--- src/hw/rtl/snptc_pkg.sv ---
// shared types, constants and helpers for the sector nearest point turn command block
package snptc_pkg;

   // cordic datapath widths: coordinates run at 40 fraction-adjusted bits, angles at rad*2^24
   localparam int XW = 43;
   localparam int ZW = 28;
   localparam int ATAN_DEPTH = 24;
   localparam int PART_W = 21;
   localparam int GAIN_W = 20;
   localparam int PROD_W = PART_W + GAIN_W;
   localparam int SUM_W = 63;

   localparam logic signed [ZW-1:0] PI_Z = 28'sd52707179;
   localparam logic signed [16:0] PI_Q13 = 17'sd25736;
   localparam logic signed [16:0] TWO_PI_Q13 = 17'sd51472;
   localparam logic signed [16:0] REACH_LIMIT = 17'sd82;
   localparam logic [15:0] MIN_DIST = 16'd10;
   localparam logic [15:0] MAX_DIST = 16'd65534;
   localparam logic [15:0] NO_POINT = 16'hFFFF;
   localparam logic [GAIN_W-1:0] INV_GAIN = 20'd636751;
   localparam logic signed [ZW-1:0] BEAR_ROUND = 28'sd1024;
   localparam logic signed [ZW-1:0] BEAR_MAX = 28'sd25736;

   localparam logic signed [ZW-1:0] ATAN_LUT [ATAN_DEPTH] = '{
      28'sd13176795, 28'sd7778716, 28'sd4110060, 28'sd2086331,
      28'sd1047214, 28'sd524117, 28'sd262123, 28'sd131069,
      28'sd65536, 28'sd32768, 28'sd16384, 28'sd8192,
      28'sd4096, 28'sd2048, 28'sd1024, 28'sd512,
      28'sd256, 28'sd128, 28'sd64, 28'sd32,
      28'sd16, 28'sd8, 28'sd4, 28'sd2
   };

   localparam int FQ_DEPTH = 4;
   localparam int FQ_PTR_W = 2;
   localparam int FQ_CNT_W = 3;

   typedef enum logic [1:0] {
      REG_TARGET_ANGLE = 2'd0,
      REG_SECTOR_HALF  = 2'd1,
      REG_TURN_SPEED   = 2'd2
   } csr_index_type;

   typedef struct packed {
      logic signed [15:0] target_angle;
      logic [14:0]        sector_half_width;
      logic signed [15:0] turn_speed;
   } cfg_type;

   // one classified point handed from the cordic front to the selection back end
   typedef struct packed {
      logic [15:0]        dist_mm;
      logic signed [15:0] bear;
      logic               in_sector;
      logic               scan_end;
   } point_type;

   // bring an angle difference back into [-pi, pi], one step is always enough
   function automatic logic signed [16:0] wrap_q13(input logic signed [16:0] d);
      logic signed [16:0] r;
      r = d;
      if (r > PI_Q13) begin
         r = r - TWO_PI_Q13;
      end
      if (r < -PI_Q13) begin
         r = r + TWO_PI_Q13;
      end
      return r;
   endfunction

endpackage

--- src/hw/rtl/snptc_queue.sv ---
// short register queue between the cordic front and the selection back end
module snptc_queue import snptc_pkg::*; (
   input  logic      clock,
   input  logic      reset,
   input  logic      push,
   input  point_type push_data,
   input  logic      pop,
   output logic      full,
   output logic      not_empty,
   output point_type head
);

   point_type            mem_ff [FQ_DEPTH];
   logic [FQ_PTR_W-1:0]  wr_ff;
   logic [FQ_PTR_W-1:0]  wr_in;
   logic [FQ_PTR_W-1:0]  rd_ff;
   logic [FQ_PTR_W-1:0]  rd_in;
   logic [FQ_CNT_W-1:0]  cnt_ff;
   logic [FQ_CNT_W-1:0]  cnt_in;

   assign full = (cnt_ff == FQ_CNT_W'(FQ_DEPTH));
   assign not_empty = (cnt_ff != '0);
   assign head = mem_ff[rd_ff];

   assign wr_in = push ? wr_ff + 1'b1 : wr_ff;
   assign rd_in = pop ? rd_ff + 1'b1 : rd_ff;
   assign cnt_in = cnt_ff + FQ_CNT_W'(push) - FQ_CNT_W'(pop);

   always_ff @(posedge clock) begin
      if (reset) begin
         wr_ff <= '0;
         rd_ff <= '0;
         cnt_ff <= '0;
      end else begin
         wr_ff <= wr_in;
         rd_ff <= rd_in;
         cnt_ff <= cnt_in;
      end
   end

   always_ff @(posedge clock) begin
      if (push) begin
         mem_ff[wr_ff] <= push_data;
      end
   end

endmodule

--- config.mk ---
export PLATFORM = sky130hd
export DESIGN_NAME = snptc_queue
export DESIGN_NICKNAME = d
export VERILOG_FILES = /design/src/hw/rtl/snptc_pkg.sv /design/src/hw/rtl/snptc_queue.sv
export SDC_FILE = /design/constraint.sdc
export NUM_CORES = 1
export LEC_CHECK = 0
export BUFFER_PORTS_ARGS = -buffer_cell sky130_fd_sc_hd__buf_2
export CORE_ASPECT_RATIO = 2
export CORE_UTILIZATION = 40
export DETAILED_ROUTE_END_ITERATION = 10
export GPL_TIMING_DRIVEN = 1
export PLACE_DENSITY = 0.58
export SYNTH_ARGS = -nofsm -noshare
export SYNTH_HDL_FRONTEND = slang
export SYNTH_SLANG_ARGS = --single-unit
--- constraint.sdc ---
create_clock -name clock -period 2.4 [get_ports clock]
set_input_delay 0.24 -clock clock [delete_from_list [all_inputs] [get_ports clock]]
set_output_delay 0.24 -clock clock [all_outputs]
set_load 0.1 [all_outputs]
# After elaboration in Yosys (flattened, before gate mapping)
# Memories as Yosys holds them, arrays and structs flattened. A register that Yosys moved wholly into a read port is not among the register bits.
# Index checks and enable logic that the tools add are counted.
# classes
n_eq_ne	1
muxes	4
reduce_logical	1
addsub	4
# op_table
operator	n
$add A2 B1 Y2 const B	2
$mux W2	2
$add A3 B1 Y3	1
$eq A3 B3 Y1 const B	1
$reduce_bool A3 Y1	1
$sub A3 B1 Y3	1
$mux W1	2
# totals
elab_cells	14
ramBits	136
register_bits	7
mem_count	1
# memory_table
memory	words	word_bits	read_ports	rd_clocked_by_memory_dff	write_ports	line	rtl
mem_ff	4	34	1	1	1	snptc_queue.sv:13	point_type mem_ff [FQ_DEPTH];

# Depth between registers and ports, before layout
# Gate-level depths: netlist (run 1).
# depth
word_depth	3
ltp_mapped	7

# Least setup slack after synthesis (run 1)
# No wires, ideal clock.
# synth_path
kind	register to register
startpoint	reg wr_ff[0]
endpoint	mem mem_ff[2][0] (netlist bit) (enable)
setup_time_ns	0.394
stages_incl_launch_ff	4
path_slack_ns	0.629
synth_period_minus_slack_ns	1.771
t_arrival_ns	1.376
cell_sequence	dfxtp_1 inv_1 ha_1 and2_1
# synth_lines
item	line	rtl
start, declared	snptc_queue.sv:14	logic [FQ_PTR_W-1:0] wr_ff;
start signal, assigned	snptc_queue.sv:35	wr_ff <= wr_in;
end, declared	snptc_queue.sv:13	
# Straight into the memory's write port.

==> summary.md, run 1 <==
| Metric | Value |
|---|---|
| Grt ovf | 0 |
| P&R area growth vs syn | 23.3% |
| Rel. slew slack | 0.619 |
| Logic pwr share | 0.175 |
| GP Congestion | 0.688 |
| Worst hold path cell count | 1 |
| Share of layout cells above drive strength 1 | 0.454 |
| Switching power share of the total | 0.276 |
| Initial core utilization | 0.413 |
| Total CTS buffers | 17 |
| Initial antenna violation count | 1 |
| Psw | 1960 uW |
| Residual DRC | 8 |
| Worst hold path type | input port to register |
| Synthesized flop and latch total | 145 |
| Initial DRC count | 153 |
| MaxCap Viol Count | 0 |
| Final period util | 0.905 |
| Number of placement rows | 59 |
| Detailed Place HPWL | 5.93 mm |
| Most frequent cells in the layout | edfxtp_1, buf_2, mux4_2, clkbuf_16, dfxtp_1 |
| Cell variety after synth | 22 |
| Worst path required time | 2.16 ns |
| R2R depth | 7 |
| Vias/cell | 5.16 |
| Total Power | 7110 uW |
| Final Setup Violations | 0 |
| Worst Max-Slew Pin Slew | 0.572 ns |
| Post-route setup TNS | 0 ns |
| Detail Route Antenna Nets | 0 |
| Core area | 13100 um2 |
| Synth area leader | edfxtp_1 |
| Sequential area share after synthesis | 0.790 |
| Skew final | 0.00618 ns |
| Largest cells by area after synthesis | edfxtp_1, mux4_2, dfxtp_1 |
| Syn Nets | 265 |
| WL per Instance | 19.4 um |
| Fin nets | 356 |
| Final min period | 2.17 ns |
| Worst setup EP type | output pin |
| Clock root cell | clkbuf_16 |
| Placed Area | 5980 um2 |
| Io pins | 74 |
| Peak fanout along the critical path | 34 |
| DRT Pass-1 Iters | 7 |
| Die boundary height | 166 um |
| Fmax | 0.460 GHz |
| Routed via count | 2461 |
| Longest Clk Path Bufs | 2 |
| Routed wire length | 9.23 mm |
| Fin. Hold Viols | 0 |
| WP data arrival | 1.93 ns |
| First-pass GRT wire length | 14.6 mm |
| DP Worst Slack | 0.606 ns |
| Syn Area/Cell | 24.5 um2 |
| Failing checks | design-rule violations |
| Yosys warns | 0 |
| # Post-CTS Setup Buffers | 0 |
| P_int | 5150 uW |
| IO buf count | 73 |
| Setup WS post-layout | 0.228 ns |
| Fillers | 1028 |
| Share of the synthesized area in the top cell type | 0.757 |
| Pwr/cell area | 1070 nW/um2 |
| Die area | 14000 um2 |
| Total track usage | 0.145 |
| Vias in the first global route | 2743 |
| P_leak | 0.00232 uW |
| CTS-repair resized insts | 0 |
| Maximum ir drop on the vdd rail | 504 uV |
| Clock-pin slew on the worst setup and hold paths | 0.06 ns |
| Hold buffers post-CTS | 0 |
| Crit path kind | register to output pin |
| Leading cell type in the layout, fill and taps excluded | edfxtp_1 |
| Clk sinks | 145 |
| Sequential fraction of design power | 0.415 |
| RSZ-0062 raised after global routing | false |
| Final Slew Violations | 0 |
| Clk network pwr share | 0.410 |
| CTS tree | built |
| Area of the mapped netlist | 5400 um2 |
| Die Span X | 84.1 um |
| Clock Latency Late Sink | 0.40 ns |
| Status | finished, violations left |
| Multi-input logic area | 1020 um2 |
| H-tree Lvls | 4 |
| Largest net degree at the start of global routing | 35 |
| Design area | 6650 um2 |
| CP startpoint kind | register |
| Post-synthesis cell count | 220 |
| Register area | 4270 um2 |
## path summary, 6_finish.rpt
kind,start,end,slack (ns)
setup / recovery,register,head[31],0.23
hold / removal,push_data[19],mem_ff[2][19],0.05
setup reg to reg,cnt_ff[0],cnt_ff[2],0.66
hold reg to reg,wr_ff[0],wr_ff[0],0.57
## per-layer routing
layer,global-route usage,part of all wire
met1,0.145,0.36
met2,0.269,0.58
met3,0.0462,0.038
met4,0.0615,0.020
met5,0,0
## power by group through the flow
stage                     Clock, uW  Combinational, uW  Sequential, uW
after global placement            0               1250            3000
after floorplan                   0               1060            2990
final                          2910               1250            2950
after global routing           3040               1300            2970
after CTS                      2940               1260            2950
after detailed placement          0               1260            3010
## critical path, stage by stage, from the launching register on
cell and delay, ns:
dfxtp_2 0.34, buf_12 0.27, mux4_1 0.61, buf_2 0.31
## cells in the mapped netlist
cell type / number
edfxtp_1: 136
mux4_2: 30
dfxtp_1: 9
ha_1: 6
inv_1: 6
nor2_1: 5
and2_1: 4
mux4_1: 4
buf_12: 3
buf_2: 3
nor2b_1: 2
xnor2_1: 2
a21bo_2: 1
a21oi_1: 1
and3_1: 1
buf_6: 1
clkbuf_1: 1
fa_1: 1
mux2i_1: 1
nand3b_1: 1
or3_1: 1
xor3_1: 1
## cell type report
class,count,share of cell area
Clock buffer,19,0.0651
Inverter,6,0.00338
Clock inverter,13,0.0354
Tap cell,152,0.0286
Sequential cell,145,0.641
Multi-Input combinational cell,61,0.154
Antenna cell,1,0.000376
Timing Repair Buffer,80,0.0722
## through the flow
step | utilization | hold slack [ns] | cells
detailed placement | 0.458 | 0.460 | 444
finish | 0.509 | 0.0489 | 477
CTS | 0.509 | 0.0377 | 476
floorplan | - | 0.312 | 220
global placement | 0.458 | 0.449 | 444
global route | 0.509 | 0.0408 | 477
## kinds of logic (layout without fill, tap and decap cells)
| family | count (synthesis) | after routing | synth area share |
|---|---|---|---|
| flip-flops | 145 | 145 | 0.790 |
| multiplexers | 35 | 35 | 0.147 |
| AND/OR/NAND/NOR | 14 | 14 | 0.0141 |
| buffers and inverters | 14 | 118 | 0.0209 |
| adder cells (fa/ha/maj) | 7 | 7 | 0.0176 |
| XOR/XNOR | 3 | 3 | 0.00765 |
| AO/OA/AOI/OAI | 2 | 2 | 0.00278 |
| other | 0 | 1 | 0 |
## sequential cells by signal, indices dropped and copies added (netlist names), named ones only
| name | cells |
|---|---|
| cnt_ff | 3 |
| mem_ff | 136 |
| rd_ff | 2 |
| wr_ff | 2 |
Note: power is estimated with default switching activity, not from simulation.
==> inputs of run 2 (changes only) <==
- clock period: 2.4 -> 2.2 ns (I/O delays scaled with it)
==> run 2 against run 1 <==
Against the previous run: the flow still finishes with violations (design-rule violations); clock-buffer cell count shrank 2; register-to-register slack got worse by 0.23 ns; cell count increased by 0.42%; largest power group unchanged; combinational power grew 35%; sequential power increased by 9.2%; highest routed layer unchanged; largest cell class unchanged.
==> summary.md, run 2 (synthesis results as in run 1) <==
| Metric | Value |
|---|---|
| Status | finished, violations left |
| Failing checks | design-rule violations |
| Post-route setup TNS | 0 ns |
| Clk sinks | 145 |
| Worst Max-Slew Pin Slew | 0.990 ns |
| Placed Area | 6450 um2 |
| Design area | 7070 um2 |
| Vias/cell | 5.16 |
| Die area | 14000 um2 |
| Min-delay src | push_data[8] |
| Final Setup Violations | 0 |
| Core area | 13100 um2 |
| Detailed Place HPWL | 6.25 mm |
| Worst hold path type | input port to register |
| Worst setup EP type | output pin |
| Leading cell type in the layout, fill and taps excluded | edfxtp_1 |
| Initial antenna violation count | 0 |
| Clock Latency Late Sink | 0.41 ns |
| Crit path kind | register to output pin |
| Register area | 4270 um2 |
| Clock-pin slew on the worst setup and hold paths | 0.06 ns |
| GP Congestion | 0.666 |
| P&R area growth vs syn | 31.0% |
| RR Startpoint | wr_ff[0] |
| CTS tree | built |
| Most frequent cells in the layout | edfxtp_1, buf_2, buf_12, mux4_2, clkbuf_16 |
| ANT cells | 0 |
| Largest registers | mem_ff: 136 flops, cnt_ff: 3 flops |
| MaxCap Viol Count | 0 |
| Initial core utilization | 0.413 |
| IO buf count | 73 |
| Fillers | 994 |
| Clock root cell | clkbuf_16 |
| Fin. Hold Viols | 0 |
| Total track usage | 0.151 |
| Routed wire length | 9.72 mm |
| R2R Setup Slk | 0.43 ns |
| Longest Clk Path Bufs | 2 |
| Final Slew Violations | 0 |
| Worst R2R End | mem_ff[2][7] |
| Share of layout cells above drive strength 1 | 0.459 |
| Largest register FFs | 136 |
| Io pins | 74 |
| Largest reg by FF count | mem_ff |
| Fmax | 0.474 GHz |
| RSZ-0062 raised after global routing | false |
| Total CTS buffers | 17 |
| R2R depth | 3 |
| Finished Core Util | 0.541 |
| Final period util | 0.960 |
| Routed via count | 2471 |
| Pwr/cell area | 1110 nW/um2 |
| Die Span X | 84.1 um |
| Peak fanout along the critical path | 17 |
| Crit path capture | head[23] |
| Maximum ir drop on the vdd rail | 596 uV |
| Skew final | 0.00495 ns |
| H-tree Lvls | 4 |
| Initial DRC count | 135 |
| Number of placement rows | 59 |
| WP data arrival | 1.89 ns |
| WL per Instance | 20.3 um |
| Final min period | 2.11 ns |
| First-pass GRT wire length | 15.1 mm |
| Residual DRC | 9 |
| Largest net degree at the start of global routing | 35 |
| CP startpoint kind | register |
| Detail Route Antenna Nets | 0 |
| Rel. slew slack | 0.340 |
| Fin nets | 359 |
| Hold buffers post-CTS | 0 |
| Total Power | 7860 uW |
| Vias in the first global route | 2771 |
| P_leak | 0.00248 uW |
| # Post-CTS Setup Buffers | 0 |
| Grt ovf | 0 |
| DRT Pass-1 Iters | 9 |
| Worst path required time | 1.98 ns |
| Multi-input logic area | 1020 um2 |
| Die boundary height | 166 um |
| Worst hold path cell count | 1 |
==> run 2: per-stage QoR <==
step | worst slack (ns) | hold slack (ns) | cells
2_1_floorplan | 0.429 | 0.292 | 220
3_3_place_gp | 0.372 | 0.430 | 447
3_5_place_dp | 0.374 | 0.436 | 447
4_1_cts | 0.0400 | 0.00799 | 479
5_1_grt | 0.00787 | 0.0133 | 479
6_report | 0.0883 | 0.0206 | 479
==> run 2: area by class of cell <==
cell class | instances | share of cell area
Tap cell | 152 | 0.0269
Clock buffer | 17 | 0.0602
Timing Repair Buffer | 83 | 0.134
Inverter | 6 | 0.00319
Multi-Input combinational cell | 61 | 0.145
Clock inverter | 15 | 0.0273
Sequential cell | 145 | 0.604
==> run 2: how the worst min path moves through the flow <==
stage | to | slack [ns]
detailed placement | mem_ff[3][12] | 0.44
CTS | mem_ff[2][8] | 0.008
floorplan | cnt_ff[0] | 0.29
global placement | mem_ff[2][10] | 0.43
finish | mem_ff[2][8] | 0.02
global route | mem_ff[0][29] | 0.01
==> run 2: where the power goes <==
part / leakage [uW] / internal [uW] / switching, uW
clock network: 0.000298 / 1890 / 1060
registers: 0.00132 / 3170 / 52.9
logic: 0.000859 / 587 / 1100
==> run 2: what timing repair did <==
| item | in CTS | in global routing |
|---|---|---|
| hold endpoints to repair | 0 | 0 |
| endpoints found under the setup margin | 18 | 0 |
| gates resized for setup | 1 | 0 |
==> run 2: critical path, stage by stage (launching register included) <==
cell and delay (ns):
dfxtp_4 0.47, buf_12 0.23, mux4_2 0.57, buf_12 0.19
==> run 2: layer usage <==
layer  vias up  global-route usage  routed length [um]
met5         -                   0                   0
met4         0              0.0675                 130
met3        10              0.0368                 262
met2        47               0.282                5740
met1      1311               0.156                3580
li1       1103                   -                   -
==> inputs of run 3 (changes only) <==
- ABC_AREA: default -> 0
- SETUP_SLACK_MARGIN: default -> 0.5
- SLEW_MARGIN: default -> 20
==> run 3 against run 2 <==
Against the previous run: clock-buffer cell count rose by 1; die area unchanged; critical path depth unchanged; flip-flop and latch count did not move; non-clock buffer count shrank 1; the run still ends with design-rule violations left; cell area fell by 2.4%.
==> summary.md, run 3 (synthesis results as in run 1) <==
| Metric | Value |
|---|---|
| Status | finished, violations left |
| Failing checks | design-rule violations |
| Clock-pin slew on the worst setup and hold paths | 0.06 ns |
| R2R depth | 7 |
| First-pass GRT wire length | 15.1 mm |
| Top delay family on crit path | multiplexers |
| Buf/Inv on CP | 2 |
| Clock root cell | clkbuf_16 |
| P_leak | 0.00239 uW |
| Final Slew Violations | 0 |
| Slowest CP cell | mux4_1 |
| Rel. slew slack | 0.679 |
| Initial antenna violation count | 2 |
| Die boundary height | 166 um |
| Io pins | 74 |
| Detailed Place HPWL | 5.99 mm |
| CP startpoint kind | register |
| Worst hold path type | input port to register |
| Crit path capture | head[32] |
| Skew final | 0.00727 ns |
| Largest reg by FF count | mem_ff |
| Vias/cell | 5.06 |
| RR Startpoint | cnt_ff[0] |
| WL per Instance | 19.8 um |
| Design area | 6900 um2 |
| Initial core utilization | 0.413 |
| MaxCap Viol Count | 0 |
| Die area | 14000 um2 |
| Total CTS buffers | 17 |
| Worst path required time | 1.98 ns |
| Number of placement rows | 59 |
| Worst path cell trace | buf_12 -> mux4_1 -> buf_6 |
| Longest Clk Path Bufs | 2 |
| Routed via count | 2430 |
| Worst Max-Slew Pin Slew | 0.485 ns |
| Largest stage delay, worst path | 0.59 ns |
| RSZ-0062 raised after global routing | true |
| Fin nets | 358 |
| P&R area growth vs syn | 27.9% |
| Post-route setup TNS | 0 ns |
| Pwr/cell area | 1090 nW/um2 |
| R2R Setup Slk | 0.62 ns |
| Hold buffers post-CTS | 0 |
| WP depth | 3 |
| Detail Route Antenna Nets | 0 |
| Grt ovf | 0 |
| Crit path kind | register to output pin |
| # Post-CTS Setup Buffers | 0 |
| Final Setup Violations | 0 |
| Total track usage | 0.153 |
| Leading cell type in the layout, fill and taps excluded | edfxtp_1 |
| Routed wire length | 9.53 mm |
| Most frequent cells in the layout | edfxtp_1, buf_2, mux4_2, buf_6, clkbuf_16 |
| WP data arrival | 1.80 ns |
| Final min period | 2.02 ns |
| Worst R2R End | cnt_ff[2] |
| Residual DRC | 22 |
| Largest register FFs | 136 |
| Share of layout cells above drive strength 1 | 0.466 |
| Initial DRC count | 144 |
| Fin. Hold Viols | 0 |
| Vias in the first global route | 2741 |
| Placed Area | 6140 um2 |
| Clk sinks | 145 |
| Final period util | 0.919 |
| Maximum ir drop on the vdd rail | 540 uV |
| CTS tree | built |
| IO buf count | 73 |
| Worst setup EP type | output pin |
| GP Congestion | 0.701 |
| Die Span X | 84.1 um |
| Core area | 13100 um2 |
| Clock Latency Late Sink | 0.41 ns |
| Peak fanout along the critical path | 11 |
| H-tree Lvls | 4 |
| DRT Pass-1 Iters | 7 |
| Largest registers | mem_ff: 136 flops, cnt_ff: 3 flops |
| Largest net degree at the start of global routing | 35 |
| Fmax | 0.495 GHz |
## run 3: per-stage QoR
stage          total power (uW)  hold slack [ns]  instances   util  worst slack (ns)
2_1_floorplan              4410            0.292        220      -             0.531
3_3_place_gp               4740            0.431        445  0.470             0.489
6_report                   7520           0.0199        480  0.528             0.178
4_1_cts                    7600          0.00624        478  0.527             0.156
5_1_grt                    7770          0.00438        479  0.528             0.123
3_5_place_dp               4760            0.438        445  0.470             0.451
## run 3: cell type report
type,count,area (um2)
Fill cell,1047,6160
Sequential cell,145,4270
Multi-Input combinational cell,61,1010
Timing Repair Buffer,82,833
Clock buffer,18,429
Tap cell,152,190
Clock inverter,14,140
Inverter,6,22.5
Antenna cell,2,5.00
## run 3: how the worst min path moves through the flow
stage	startpoint	to	slack (ns)	cells past startpoint
finish	push_data[16]	mem_ff[0][16]	0.02	1
global route	push_data[10]	mem_ff[0][10]	0.004	1
CTS	push_data[15]	mem_ff[3][15]	0.006	1
detailed placement	push_data[32]	mem_ff[3][32]	0.44	1
global placement	push_data[15]	mem_ff[1][15]	0.43	1
floorplan	reset	cnt_ff[0]	0.29	1
## run 3: what timing repair did
action | in CTS | in global routing
gates resized for setup | 57 | 2
hold endpoints to repair | 0 | 0
gates cloned | 1 | 0
setup endpoints to repair | 35 | 35
pin swaps | 1 | 0
## run 3: report_power, final
part / switching [uW] / total [uW] / leakage (uW) / internal, uW
Combinational: 1090 / 1600 / 0.000796 / 508
Clock: 1050 / 2710 / 0.000270 / 1660
Sequential: 46.9 / 3220 / 0.00132 / 3170
## run 3: routing by layer
layer | vias up | GRT usage | share of wire
met5 | - | 0 | 0
met4 | 0 | 0.0795 | 0.024
met3 | 14 | 0.0452 | 0.040
met2 | 61 | 0.272 | 0.57
met1 | 1253 | 0.160 | 0.37
li1 | 1102 | - | -
