## config.mk

```make
export PLATFORM = sky130hd
export DESIGN_NAME = snptc_back
export DESIGN_NICKNAME = d
export VERILOG_FILES = /design/src/hw/rtl/snptc_pkg.sv /design/src/hw/rtl/snptc_back.sv
export SDC_FILE = /design/constraint.sdc
export NUM_CORES = 1
export LEC_CHECK = 0
export BUFFER_PORTS_ARGS = -buffer_cell sky130_fd_sc_hd__buf_2
export CORE_MARGIN = 3
export CORE_UTILIZATION = 37
export CTS_CLUSTER_SIZE = 40
export DETAILED_ROUTE_END_ITERATION = 10
export GPL_ROUTABILITY_DRIVEN = 0
export MAX_ROUTING_LAYER = met4
export PLACE_DENSITY = 0.55
export SLEW_MARGIN = 20
export SYNTH_ARGS = -nofsm -noshare
export SYNTH_HDL_FRONTEND = slang
export SYNTH_SLANG_ARGS = --single-unit
```

## constraint.sdc

```tcl
create_clock -name clock -period 13 [get_ports clock]
set_input_delay 1.3 -clock clock [delete_from_list [all_inputs] [get_ports clock]]
set_output_delay 1.3 -clock clock [all_outputs]
set_load 0.05 [all_outputs]
```

## src/hw/rtl/snptc_pkg.sv

```systemverilog
// shared types, constants and helpers for the sector nearest point turn command block
package snptc_pkg;

   // cordic datapath widths: coordinates run at 40 fraction-adjusted bits, angles at rad*2^24
   localparam int XW = 43;
   localparam int ZW = 28;
   localparam int ATAN_DEPTH = 24;
   localparam int PART_W = 21;
   localparam int GAIN_W = 20;
   localparam int PROD_W = PART_W + GAIN_W;
   localparam int SUM_W = 63;

   localparam logic signed [ZW-1:0] PI_Z = 28'sd52707179;
   localparam logic signed [16:0] PI_Q13 = 17'sd25736;
   localparam logic signed [16:0] TWO_PI_Q13 = 17'sd51472;
   localparam logic signed [16:0] REACH_LIMIT = 17'sd82;
   localparam logic [15:0] MIN_DIST = 16'd10;
   localparam logic [15:0] MAX_DIST = 16'd65534;
   localparam logic [15:0] NO_POINT = 16'hFFFF;
   localparam logic [GAIN_W-1:0] INV_GAIN = 20'd636751;
   localparam logic signed [ZW-1:0] BEAR_ROUND = 28'sd1024;
   localparam logic signed [ZW-1:0] BEAR_MAX = 28'sd25736;

   localparam logic signed [ZW-1:0] ATAN_LUT [ATAN_DEPTH] = '{
      28'sd13176795, 28'sd7778716, 28'sd4110060, 28'sd2086331,
      28'sd1047214, 28'sd524117, 28'sd262123, 28'sd131069,
      28'sd65536, 28'sd32768, 28'sd16384, 28'sd8192,
      28'sd4096, 28'sd2048, 28'sd1024, 28'sd512,
      28'sd256, 28'sd128, 28'sd64, 28'sd32,
      28'sd16, 28'sd8, 28'sd4, 28'sd2
   };

   localparam int FQ_DEPTH = 4;
   localparam int FQ_PTR_W = 2;
   localparam int FQ_CNT_W = 3;

   typedef enum logic [1:0] {
      REG_TARGET_ANGLE = 2'd0,
      REG_SECTOR_HALF  = 2'd1,
      REG_TURN_SPEED   = 2'd2
   } csr_index_type;

   typedef struct packed {
      logic signed [15:0] target_angle;
      logic [14:0]        sector_half_width;
      logic signed [15:0] turn_speed;
   } cfg_type;

   // one classified point handed from the cordic front to the selection back end
   typedef struct packed {
      logic [15:0]        dist_mm;
      logic signed [15:0] bear;
      logic               in_sector;
      logic               scan_end;
   } point_type;

   // bring an angle difference back into [-pi, pi], one step is always enough
   function automatic logic signed [16:0] wrap_q13(input logic signed [16:0] d);
      logic signed [16:0] r;
      r = d;
      if (r > PI_Q13) begin
         r = r - TWO_PI_Q13;
      end
      if (r < -PI_Q13) begin
         r = r + TWO_PI_Q13;
      end
      return r;
   endfunction

endpackage

```

## src/hw/rtl/snptc_back.sv

```systemverilog
// back end: keeps the nearest point of a scan and forms the turn result at scan end
module snptc_back import snptc_pkg::*; (
   input  logic               clock,
   input  logic               reset,
   input  logic               q_valid,
   input  point_type          q_head,
   output logic               q_pop,
   input  cfg_type            cfg,
   output logic               out_valid,
   input  logic               out_ready,
   output logic               out_reached,
   output logic signed [15:0] out_rotation,
   output logic [15:0]        out_distance,
   output logic signed [15:0] out_bearing
);

   logic [15:0]        best_dist_ff;
   logic [15:0]        best_dist_in;
   logic signed [15:0] best_bear_ff;
   logic signed [15:0] best_bear_in;
   logic               rsp_valid_ff;
   logic               rsp_valid_in;
   logic               reached_ff;
   logic signed [15:0] rot_ff;
   logic [15:0]        dist_ff;
   logic signed [15:0] bear_ff;

   logic               take;
   logic [15:0]        nd;
   logic signed [15:0] nb;
   logic signed [16:0] err;
   logic               reached;
   logic signed [15:0] rot;
   logic               emit;

   // a scan-end point waits until the result register is free
   assign q_pop = q_valid && (!q_head.scan_end || !rsp_valid_ff || out_ready);
   assign emit = q_pop && q_head.scan_end;

   assign take = q_head.in_sector && (q_head.dist_mm > MIN_DIST) &&
                 (q_head.dist_mm < best_dist_ff);
   assign nd = take ? q_head.dist_mm : best_dist_ff;
   assign nb = take ? q_head.bear : best_bear_ff;

   assign err = wrap_q13(17'(cfg.target_angle) - 17'(nb));
   assign reached = (err < REACH_LIMIT) && (err > -REACH_LIMIT);

   always_comb begin
      if (reached) begin
         rot = '0;
      end else if (err > 0) begin
         rot = cfg.turn_speed;
      end else if (cfg.turn_speed == 16'sh8000) begin
         rot = 16'sh7FFF;
      end else begin
         rot = -cfg.turn_speed;
      end
   end

   always_comb begin
      best_dist_in = best_dist_ff;
      best_bear_in = best_bear_ff;
      if (emit) begin
         best_dist_in = NO_POINT;
         best_bear_in = '0;
      end else if (q_pop) begin
         best_dist_in = nd;
         best_bear_in = nb;
      end
   end

   always_comb begin
      if (emit) begin
         rsp_valid_in = 1'b1;
      end else if (out_ready) begin
         rsp_valid_in = 1'b0;
      end else begin
         rsp_valid_in = rsp_valid_ff;
      end
   end

   always_ff @(posedge clock) begin
      if (reset) begin
         best_dist_ff <= NO_POINT;
         best_bear_ff <= '0;
         rsp_valid_ff <= 1'b0;
      end else begin
         best_dist_ff <= best_dist_in;
         best_bear_ff <= best_bear_in;
         rsp_valid_ff <= rsp_valid_in;
      end
   end

   always_ff @(posedge clock) begin
      if (emit) begin
         reached_ff <= reached;
         rot_ff <= rot;
         dist_ff <= nd;
         bear_ff <= nb;
      end
   end

   assign out_valid = rsp_valid_ff;
   assign out_reached = reached_ff;
   assign out_rotation = rot_ff;
   assign out_distance = dist_ff;
   assign out_bearing = bear_ff;

endmodule

```

# == Word-level counts from Yosys, hierarchy flattened ==
# Cells that the tools add are included.
# op_classes
add_sub_neg,4
magnitude_cmp,7
eq_ne,1
muxes,8
n_reduce_logical,11
# ops
op,count
$mux W16,4
$mux W17,2
$add A17 B17 Y17 const B,1
$gt A17 B1 Y1 const B,1
$gt A17 B16 Y1 const B,1
$gt A17 B8 Y1 const B,1
$lt A17 B16 Y1 const B,1
$lt A17 B8 Y1 const B,1
$sub A16 B16 Y17,1
$sub A17 B17 Y17 const B,1
$eq A16 B16 Y1 const B,1
$gt A16 B4 Y1 const B,1
$lt A16 B16 Y1,1
$neg A16 Y16,1
$logic_and A1 B1 Y1,5
$logic_not A1 Y1,2
$logic_or A1 B1 Y1,2
$mux W1,2
$reduce_bool A2 Y1,1
$reduce_or A2 Y1,1
# word_totals
reg_bits,82
inputBits,85
word_cells,38

# == Longest topological paths before layout ==
# Gate-level depths: netlist of run 1.
# logic_depth
depth_word,11
depth_mapped,37

# == Least setup slack after synthesis of run 1 ==
# OpenSTA, ideal clock, no wires.
# synth_path
path_kind,input to register
from,in q_head[33] in the netlist's numbering
to,"reg rot_ff[15], in the netlist out_rotation[15], data pin"
arrival_time_ns,9.848
required_ns,12.854
path_slack_ns,3.006
path_stages,34
cell_sequence,ha_1 > nand4_1 > or3_1 > o31a_4 > nand3_4 > buf_8 > clkbuf_1 > mux2i_1 > ha_1 > nor2b_1 > o31a_1 > o21ai_0 > or3b_1 > and2_1 > inv_1 > ha_1 > nand4_1 > o21a_1 > o211a_1 > o32a_1 > o311ai_2 > nand2_2 > a21oi_1 > ha_1 > nand2_1 > o32ai_1 > nor3_1 > or2_1 > or4_1 > a22o_1 > o32a_1 > buf_2 > or3_1 > a21oi_1
# synth_between
elab_chain_cells,11
# synth_rtl
item,line_no,source
start: declaration,snptc_back.sv:6,"input point_type q_head,"
$gt A16 B4 Y1,snptc_back.sv:40,assign take = q_head.in_sector && (q_head.dist_mm > MIN_DIST) &&
$logic_and A1 B1 Y1,snptc_back.sv:40,
$logic_and A1 B1 Y1 *,snptc_back.sv:40,
$mux W16 *,snptc_back.sv:43,assign nb = take ? q_head.bear : best_bear_ff;
$sub A16 B16 Y17 *,snptc_back.sv:45,assign err = wrap_q13(17'(cfg.target_angle) - 17'(nb));
$sub A17 B17 Y17 or $gt A17 B16 Y1 (tied branches),"snptc_pkg.sv:62, snptc_pkg.sv:61",
$mux W17 *,snptc_pkg.sv:61,if (r > PI_Q13) begin
$add A17 B17 Y17 or $lt A17 B16 Y1 (tied branches),"snptc_pkg.sv:65, snptc_pkg.sv:64",
$mux W17 *,snptc_pkg.sv:64,if (r < -PI_Q13) begin
"$gt A17 B1 Y1, or another cell as far along",snptc_back.sv:51,end else if (err > 0) begin
$mux W16 or $logic_and A1 B1 Y1 (tied branches),"snptc_back.sv:51, snptc_back.sv:46",
end signal: assignment,snptc_back.sv:97,rot_ff <= rot;
end: declaration,snptc_back.sv:24,logic signed [15:0] rot_ff;
# Mark *: on every way between the ends. The rest lies on a longest branch, timed or not.
# A chain may end at the register's enable or synchronous reset.

# == Worst setup path in the final report of run 1 ==
# layout_path
from,in q_head[33] in the netlist's numbering
to,"reg rot_ff[15], in the netlist out_rotation[15], data pin"
# layout_between
elab_chain_cells,11
# layout_rtl
item,line_no,source
$gt A16 B4 Y1,snptc_back.sv:40,
$logic_and A1 B1 Y1,snptc_back.sv:40,
$logic_and A1 B1 Y1 *,snptc_back.sv:40,
$mux W16 *,snptc_back.sv:43,
net nb[0],snptc_back.sv:30,logic signed [15:0] nb;
$sub A16 B16 Y17 *,snptc_back.sv:45,
$sub A17 B17 Y17 or $gt A17 B16 Y1 (tied branches),"snptc_pkg.sv:62, snptc_pkg.sv:61",
$mux W17 *,snptc_pkg.sv:61,
$add A17 B17 Y17 or $lt A17 B16 Y1 (tied branches),"snptc_pkg.sv:65, snptc_pkg.sv:64",
$mux W17 *,snptc_pkg.sv:64,
"$gt A17 B1 Y1, or another cell as far along",snptc_back.sv:51,
$mux W16 or $logic_and A1 B1 Y1 (tied branches),"snptc_back.sv:51, snptc_back.sv:46",
# The timed path passes the listed nets; every way through them passes the cells marked *.

==> results of run 1 <==
## path summary, 6_finish.rpt
kind / endpoint / slack [ps] / cells after the start
worst max-delay path: out_rotation[15] / 2480 / 33
worst min-delay path: best_bear_ff[15] / 490 / 2
worst max register to register: out_rotation[15] / 3190 / 33
worst min register to register: best_bear_ff[15] / 490 / 2
## per-stage QoR
step	setup slack [ps]	cell area (um^2)	total power, mW	utilization
global placement	2220	7520	1.04	0.429
finish	2480	7820	1.30	0.446
detailed placement	2220	7520	1.03	0.429
global route	1860	7820	1.40	0.446
CTS	2550	7820	1.30	0.446
floorplan	3010	6700	0.885	-
## tightest hold or removal path, cell delays in order (launching register included)
cell and delay (ps):
dfxtp_1 310, nor2_1 90, a211oi_1 50
## layout make-up
type                       count  area [um^2]
tap                          225          282
fill                        1797         9720
sequential                    82         2130
timing repair buffer         126          646
clock buffer                   9          225
clock inverter                 7         75.1
inverter                      50          188
multi-input combinational    605         4270
## metal layers
layer  share of wire  GRT usage
met5               0          -
met1            0.49      0.257
met3           0.042     0.0224
met4           0.013     0.0388
met2            0.45      0.298
## cell usage after synthesis, types with 5 or more instances
master | n | area share
nor3_1 | 28 | 0.021
a211o_1 | 10 | 0.013
nand2_1 | 61 | 0.034
or3_1 | 11 | 0.010
o211ai_1 | 22 | 0.025
o21ai_0 | 30 | 0.022
or2_2 | 8 | 0.0075
xnor2_1 | 16 | 0.021
edfxtp_1 | 49 | 0.22
mux2i_1 | 16 | 0.024
xor2_1 | 5 | 0.0065
a31o_2 | 6 | 0.0078
dfxtp_1 | 33 | 0.099
a31oi_1 | 10 | 0.0093
o22ai_1 | 5 | 0.0047
ha_1 | 32 | 0.060
a311o_1 | 5 | 0.0075
o2111ai_1 | 6 | 0.0078
nor2_1 | 65 | 0.036
inv_1 | 49 | 0.027
nand3_1 | 14 | 0.010
a211oi_1 | 17 | 0.019
o21a_1 | 7 | 0.0078
clkbuf_1 | 20 | 0.011
mux2_2 | 20 | 0.034
nor4_1 | 17 | 0.016
and2_1 | 13 | 0.012
nor2b_1 | 10 | 0.0093
a21oi_1 | 52 | 0.039
a21o_1 | 5 | 0.0056
and3_1 | 5 | 0.0047
nand4_1 | 12 | 0.011
## registers in the layout, summed over array words and instances (netlist names)
| register | cells |
|---|---|
| out_valid | 1 |
| out_reached | 1 |
| out_distance | 16 |
| out_bearing | 16 |
| best_bear_ff | 16 |
| out_rotation | 16 |
| best_dist_ff | 16 |
## where the power goes
group,internal (mW),switching (mW),total [mW]
Sequential,0.311,0.00775,0.318
Clock,0.151,0.111,0.262
Combinational,0.255,0.467,0.722
## layout by cell type, fill, tap and decap left out, types with 7 or more instances in the layout
| master | n |
|---|---|
| a21oi_1 | 52 |
| a211oi_1 | 17 |
| xnor2_1 | 16 |
| o21a_1 | 7 |
| nor2b_1 | 10 |
| nand2_1 | 61 |
| a211o_1 | 10 |
| nor3_1 | 28 |
| mux2i_1 | 16 |
| buf_2 | 120 |
| clkbuf_16 | 9 |
| nor4_1 | 17 |
| a31oi_1 | 10 |
| edfxtp_1 | 49 |
| o211ai_1 | 22 |
| o21ai_0 | 30 |
| nor2_1 | 64 |
| or2_2 | 8 |
| mux2_2 | 20 |
| inv_1 | 49 |
| nand4_1 | 12 |
| or3_1 | 11 |
| and2_1 | 13 |
| dfxtp_1 | 33 |
| nand3_1 | 14 |
| ha_1 | 32 |
## logic make-up after synthesis
logic type      count (synthesis)  synth area share
simple gates                  269             0.204
flops                          82             0.318
buf+inv                        76            0.0450
mux                            38            0.0631
xor+xnor                       23            0.0323
compound gates                242             0.275
fa+ha+maj                      33            0.0627
==> impl_metrics.env, run 1 <==
export IMPL_fin_nets=992
export IMPL_die_area_um2=19800
export IMPL_cts_setup_buffers=0
export IMPL_post_route_period_util=0.809
export IMPL_routedWlPerCell_um=16.7
export IMPL_clockBufferDepth=2
export IMPL_htree_levels=3
export IMPL_start_util=0.382
export IMPL_layout_drive_gt1_share=0.234
export IMPL_fin_skew_ps=9.53
export IMPL_ys_seq_area_frac=0.318
export IMPL_clockRootBuffer="clkbuf_16"
export IMPL_hold_start="best_bear_ff[15]"
export IMPL_core_um2=17500
export IMPL_netlist_instances=763
export IMPL_drc=0
export IMPL_die_w_um=141
export IMPL_cpLargestDelayFamily="compound AO/OA/AOI/OAI gates"
export IMPL_area_growth_pct=16.7
export IMPL_r2r_start="best_dist_ff[15]"
export IMPL_vias=6322
export IMPL_cts_hold_buf=0
export IMPL_dr_pass1_iters=5
export IMPL_yosys_warnings=0
export IMPL_dpl_hpwl_um=14100
export IMPL_ys_seq_elements=82
export IMPL_placed_cells=1088
export IMPL_detail_route_vias_per_cell=5.73
export IMPL_hold_ws_ps=494
export IMPL_row_count=48
export IMPL_crit_fanout=35
export IMPL_cts_tree="done"
export IMPL_avgSynthCellArea_um2=8.78
export IMPL_async_flop_share=0
export IMPL_cts_sinks=82
export IMPL_critPathRequiredTime_ps=13190
export IMPL_ant_nets=0
export IMPL_grt_pass1_vias=5921
export IMPL_end_kind="register"
export IMPL_max_freq_ghz=0.0951
export IMPL_path_clk_slew_ps=60
export IMPL_antenna_found_initial=0
export IMPL_die_h_um=141
export IMPL_final_cells=1104
export IMPL_synthFlopType="edfxtp_1"
export IMPL_cts_buffers=9
export IMPL_cp_start_kind="input port"
export IMPL_arrival_ps=10710
export IMPL_startpoint="q_head[33]"
export IMPL_setup_tns_ps=0
export IMPL_grt_max_degree=61
export IMPL_rsz0062_at_grt="no"
export IMPL_synthDistinctLibCells=89
export IMPL_clock_latency_ps=330
export IMPL_grt_pass1_wl_um=30100
export IMPL_hold_viol=0
export IMPL_first_iter_violations=443
export IMPL_cts_resized=0
export IMPL_vdd_drop_max_mv=0.0703
export IMPL_synth_edf_count=49
export IMPL_p_per_area_nw_per_um2=167
export IMPL_drv_cap=0
export IMPL_critPathBufInv=5
export IMPL_setup_viol_count_final=0
export IMPL_grt_overflow=0
export IMPL_period_needed_ps=10520
export IMPL_critPathKind="in -> reg"
export IMPL_slew_viol_final=0
export IMPL_tightest_slew_ps=973
export IMPL_portBuffers=120
export IMPL_max_slew_margin_rel=0.350
export IMPL_outcome="finished, final reports clean"
export IMPL_num_io_pins=136
export IMPL_p_leak_nw=3.25
export IMPL_synth_fp_nets=881
export IMPL_diodes=0
export IMPL_syn_area_um2=6700
export IMPL_cp_slowest_stage_delay_ps=710
export IMPL_hp_class="reg -> reg"
export IMPL_totalWireLength_um=18500
export IMPL_grt_usage=0.186
export IMPL_crit_slowest_cell="o311ai_2"
Note: power is estimated with default switching activity, not from simulation.
==> run 2: changes to the inputs <==
Settings changed: PLACE_DENSITY 0.55 to 0.57.
Clock period 13 ns to 8.9 ns, I/O delays scaled along.
==> impl_metrics.env, run 2 (synthesis gave the netlist of run 1 again) <==
export IMPL_outcome="finished, final reports clean"
export IMPL_max_slew_margin_rel=0.518
export IMPL_core_um2=17500
export IMPL_hold_start="best_bear_ff[0]"
export IMPL_first_iter_violations=482
export IMPL_diodes=0
export IMPL_layout_drive_gt1_share=0.273
export IMPL_grt_overflow=0
export IMPL_antenna_found_initial=0
export IMPL_critPathKind="in -> reg"
export IMPL_cts_hold_buf=0
export IMPL_end_kind="register"
export IMPL_vdd_drop_max_mv=0.121
export IMPL_p_per_area_nw_per_um2=245
export IMPL_dpl_hpwl_um=14800
export IMPL_clock_latency_ps=340
export IMPL_crit_slowest_cell="or4_1"
export IMPL_clockRootBuffer="clkbuf_16"
export IMPL_cts_sinks=82
export IMPL_post_route_period_util=0.941
export IMPL_p_leak_nw=3.45
export IMPL_fin_skew_ps=12.3
export IMPL_final_cell_mix="buf_2 (120), nor2_1 (63), nand2_1 (61), a21oi_1 (52)"
export IMPL_grt_pass1_vias=6238
export IMPL_setup_viol_count_final=0
export IMPL_die_w_um=141
export IMPL_rsz0062_at_grt="no"
export IMPL_grt_max_degree=61
export IMPL_fin_util=0.466
export IMPL_row_count=48
export IMPL_num_io_pins=136
export IMPL_fin_nets=1033
export IMPL_drv_cap=0
export IMPL_fill_cells=1760
export IMPL_hp_class="reg -> reg"
export IMPL_hold_viol=0
export IMPL_dr_pass1_iters=6
export IMPL_startpoint="q_head[31]"
export IMPL_tightest_slew_ps=722
export IMPL_htree_levels=3
export IMPL_crit_fanout=30
export IMPL_start_util=0.382
export IMPL_cp_start_kind="input port"
export IMPL_drc=0
export IMPL_die_h_um=141
export IMPL_grt_pass1_wl_um=31300
export IMPL_placed_cells=1129
export IMPL_setup_tns_ps=0
export IMPL_cp_common_cell="ha_1"
export IMPL_final_cells=1145
export IMPL_path_clk_slew_ps=70
export IMPL_arrival_ps=8570
export IMPL_routedWlPerCell_um=16.7
export IMPL_die_area_um2=19800
export IMPL_layout_commonest_cell="buf_2"
export IMPL_area_growth_pct=22.0
export IMPL_totalWireLength_um=19100
export IMPL_grt_usage=0.196
export IMPL_detail_route_vias_per_cell=5.62
export IMPL_max_freq_ghz=0.119
export IMPL_dp_slack_ps=32.9
export IMPL_period_needed_ps=8380
export IMPL_critPathBufInv=4
export IMPL_r2r_start="best_dist_ff[13]"
export IMPL_slew_viol_final=0
export IMPL_cp_slowest_stage_delay_ps=510
export IMPL_portBuffers=120
export IMPL_cts_buffers=9
export IMPL_cpLargestDelayFamily="simple AND/OR/NAND/NOR gates"
export IMPL_clockBufferDepth=2
export IMPL_ant_nets=0
export IMPL_critPathRequiredTime_ps=9090
export IMPL_cts_tree="done"
export IMPL_power_mw=2.00
export IMPL_setup_slack_ps=521
export IMPL_vias=6430
==> run 2: changes by cell type in the layout (fill, tap and decap cells not counted), sizes merged <==
cell      delta
clkinvlp     +1
bufinv       -1
buf         +41
==> run 2: routing by layer <==
metal  GRT usage  vias up  routed length (um)
li1            -     3225                   -
met3      0.0268       22                 904
met1       0.259     3005                8970
met4      0.0428        0                 223
met5           -        -                   0
met2       0.323      178                9030
==> run 2: tightest hold or removal path, delay by kind of cell, from the launching register on <==
family,cells,cell delay [ps]
flops,1,310
simple gates,2,140
==> run 2: power by group <==
part	internal, mW	switching, mW	total (mW)
Clock	0.197	0.173	0.371
Sequential	0.454	0.0112	0.465
Combinational	0.461	0.708	1.17
Total	1.11	0.892	2.00
==> run 2: final timing paths <==
kind                     end  slack [ps]  cells after the start
max          out_rotation[4]         520                     34
min          best_bear_ff[0]         490                      2
max reg2reg  out_rotation[4]         810                     34
min reg2reg  best_bear_ff[0]         490                      2
==> run 2: metrics by stage <==
stage / area [um^2] / hold WS, ps
final: 8180 / 495
after global routing: 8180 / 520
after CTS: 8180 / 496
after detailed placement: 7880 / 486
after global placement: 7880 / 481
after floorplan: 6750 / 471
==> run 2: cell type report <==
cell class / instances / area [um^2] / area share
Clock buffer: 9 / 225 / 0.0275
Multi-Input combinational cell: 605 / 4320 / 0.528
Timing Repair Buffer: 167 / 966 / 0.118
Inverter: 50 / 188 / 0.0229
Clock inverter: 7 / 70.1 / 0.00857
Tap cell: 225 / 282 / 0.0344
Sequential cell: 82 / 2130 / 0.261
==> run 2: timing repair <==
item / CTS / global route
gates resized for setup: 0 / 1
setup endpoints to repair: 0 / 11
buffers inserted: 0 / 0
==> run 3: changes to the inputs <==
Settings changed: CORE_UTILIZATION 37 to 51, PLACE_DENSITY 0.57 to 0.75.
==> impl_metrics.env, run 3 (synthesis gave the netlist of run 1 again) <==
export IMPL_clockRootBuffer="clkbuf_16"
export IMPL_drc=0
export IMPL_wl_met2_um=9230
export IMPL_totalWireLength_um=18700
export IMPL_wl_met1_um=8030
export IMPL_die_h_um=121
export IMPL_cts_sinks=82
export IMPL_start_util=0.527
export IMPL_cp_slowest_stage_delay_ps=500
export IMPL_setup_tns_ps=0
export IMPL_fin_util=0.642
export IMPL_setup_viol_count_final=0
export IMPL_critPathRequiredTime_ps=9080
export IMPL_outcome="finished, final reports clean"
export IMPL_first_iter_violations=691
export IMPL_dr_pass1_iters=6
export IMPL_final_cells=1089
export IMPL_cts_hold_buf=0
export IMPL_detail_route_vias_per_cell=6.22
export IMPL_grt_max_degree=61
export IMPL_placed_cells=1069
export IMPL_power_share_sequential=0.230
export IMPL_routedWlPerCell_um=17.2
export IMPL_path_clk_slew_ps=60
export IMPL_crit_slowest_cell="or4_1"
export IMPL_max_slew_margin_rel=0.511
export IMPL_hp_class="reg -> reg"
export IMPL_grt_pass1_wl_um=30500
export IMPL_period_needed_ps=8520
export IMPL_switchingPower_mw=0.882
export IMPL_htree_levels=3
export IMPL_portBuffers=120
export IMPL_fin_nets=1030
export IMPL_die_w_um=121
export IMPL_fin_skew_ps=13.2
export IMPL_grt_pass1_vias=6457
export IMPL_hold_viol=0
export IMPL_cp_common_cell="ha_1"
export IMPL_diodes=0
export IMPL_p_per_area_nw_per_um2=248
export IMPL_p_leak_nw=3.45
export IMPL_cts_tree="done"
export IMPL_critPathBufInv=4
export IMPL_layout_drive_gt1_share=0.280
export IMPL_cpLargestDelayFamily="simple AND/OR/NAND/NOR gates"
export IMPL_ant_nets=0
export IMPL_vias=6770
export IMPL_highest_layer="met4"
export IMPL_grt_usage=0.259
export IMPL_die_area_um2=14600
export IMPL_tightest_slew_ps=733
export IMPL_cp_start_kind="input port"
export IMPL_dpl_hpwl_um=14300
export IMPL_max_freq_ghz=0.117
export IMPL_area_growth_pct=21.9
export IMPL_grt_overflow=0
export IMPL_drv_cap=0
export IMPL_num_io_pins=136
export IMPL_internal_power_mw=1.14
export IMPL_sw_frac_of_total=0.436
export IMPL_crit_fanout=30
export IMPL_row_count=41
export IMPL_cts_buffers=9
export IMPL_layout_commonest_cell="buf_2"
export IMPL_antenna_found_initial=0
export IMPL_post_route_period_util=0.958
export IMPL_met3WireLength_um=1210
export IMPL_slew_viol_final=0
export IMPL_end_kind="register"
export IMPL_power_frac_comb=0.579
export IMPL_vdd_drop_max_mv=0.136
export IMPL_clock_latency_ps=340
export IMPL_clockBufferDepth=2
export IMPL_critPathKind="in -> reg"
export IMPL_final_cell_mix="buf_2 (120), nor2_1 (63), nand2_1 (61), a21oi_1 (52), edfxtp_1 (49)"
export IMPL_core_um2=12700
export IMPL_arrival_ps=8710
export IMPL_clkPwrFrac=0.191
-- run 3: changes by cell type in the layout (fill, tap and decap cells not counted), sizes merged --
cell | previous run | this run
buf | 167 | 164
bufinv | 0 | 1
clkbuf | 9 | 11
clkinvlp | 1 | 0
inv | 53 | 51
-- run 3: worst reg2reg max path, delay by kind of cell, from the launching register on --
kind | cells | cell delay (ps)
AND/OR/NAND/NOR | 13 | 3050
flip-flops | 1 | 340
buffers and inverters | 4 | 440
XOR/XNOR | 1 | 120
adder cells (fa/ha/maj) | 4 | 910
multiplexers | 1 | 250
AO/OA/AOI/OAI | 11 | 2990
-- run 3: power by group through the flow --
stage / sequential, mW / clock (mW) / combinational [mW]
finish: 0.465 / 0.387 / 1.17
global route: 0.468 / 0.408 / 1.27
CTS: 0.466 / 0.392 / 1.12
detailed placement: 0.474 / 0 / 1.11
global placement: 0.472 / 0 / 1.08
floorplan: 0.553 / 0 / 0.752
-- run 3: layout make-up --
| cell class | instances | area, um^2 |
|---|---|---|
| clock buffers | 11 | 253 |
| repair buffers | 164 | 938 |
| clock inverters | 5 | 58.8 |
| inverters | 50 | 188 |
| fillers | 1061 | 4550 |
| flip-flops and latches | 82 | 2130 |
| multi-input cells | 605 | 4380 |
| well taps | 172 | 215 |
-- run 3: per-stage QoR --
step / instance area, um^2 / hold slack (ps) / power [mW] / setup slack, ps
after floorplan: 6750 / 471 / 1.31 / 47.6
after global placement: 7750 / 478 / 1.55 / -97.9
after detailed placement: 7750 / 487 / 1.58 / -374
after CTS: 8070 / 495 / 1.98 / 153
after global routing: 8170 / 530 / 2.15 / -9.43
final: 8170 / 495 / 2.02 / 378
-- run 3: what timing repair did --
item	CTS	global route
setup buffers	0	4
endpoints found under the setup margin	1	17
gates resized for setup	1	13
pin swaps	0	6
-- run 3: path summary, 6_finish.rpt --
check	depth (start not counted)	endpoint	slack, ps	startpoint
hold / removal	2	best_bear_ff[0]	490	best_bear_ff[0]
hold reg to reg	2	best_bear_ff[0]	490	best_bear_ff[0]
setup / recovery	34	out_rotation[15]	380	q_head[32]
setup reg to reg	34	out_rotation[15]	650	best_dist_ff[14]
-- run 3: per-layer routing --
| layer | vias to the layer above | GRT usage |
|---|---|---|
| met2 | 283 | 0.430 |
| met3 | 40 | 0.0374 |
| met1 | 3229 | 0.334 |
| met5 | - | - |
| li1 | 3218 | - |
| met4 | 0 | 0.0715 |
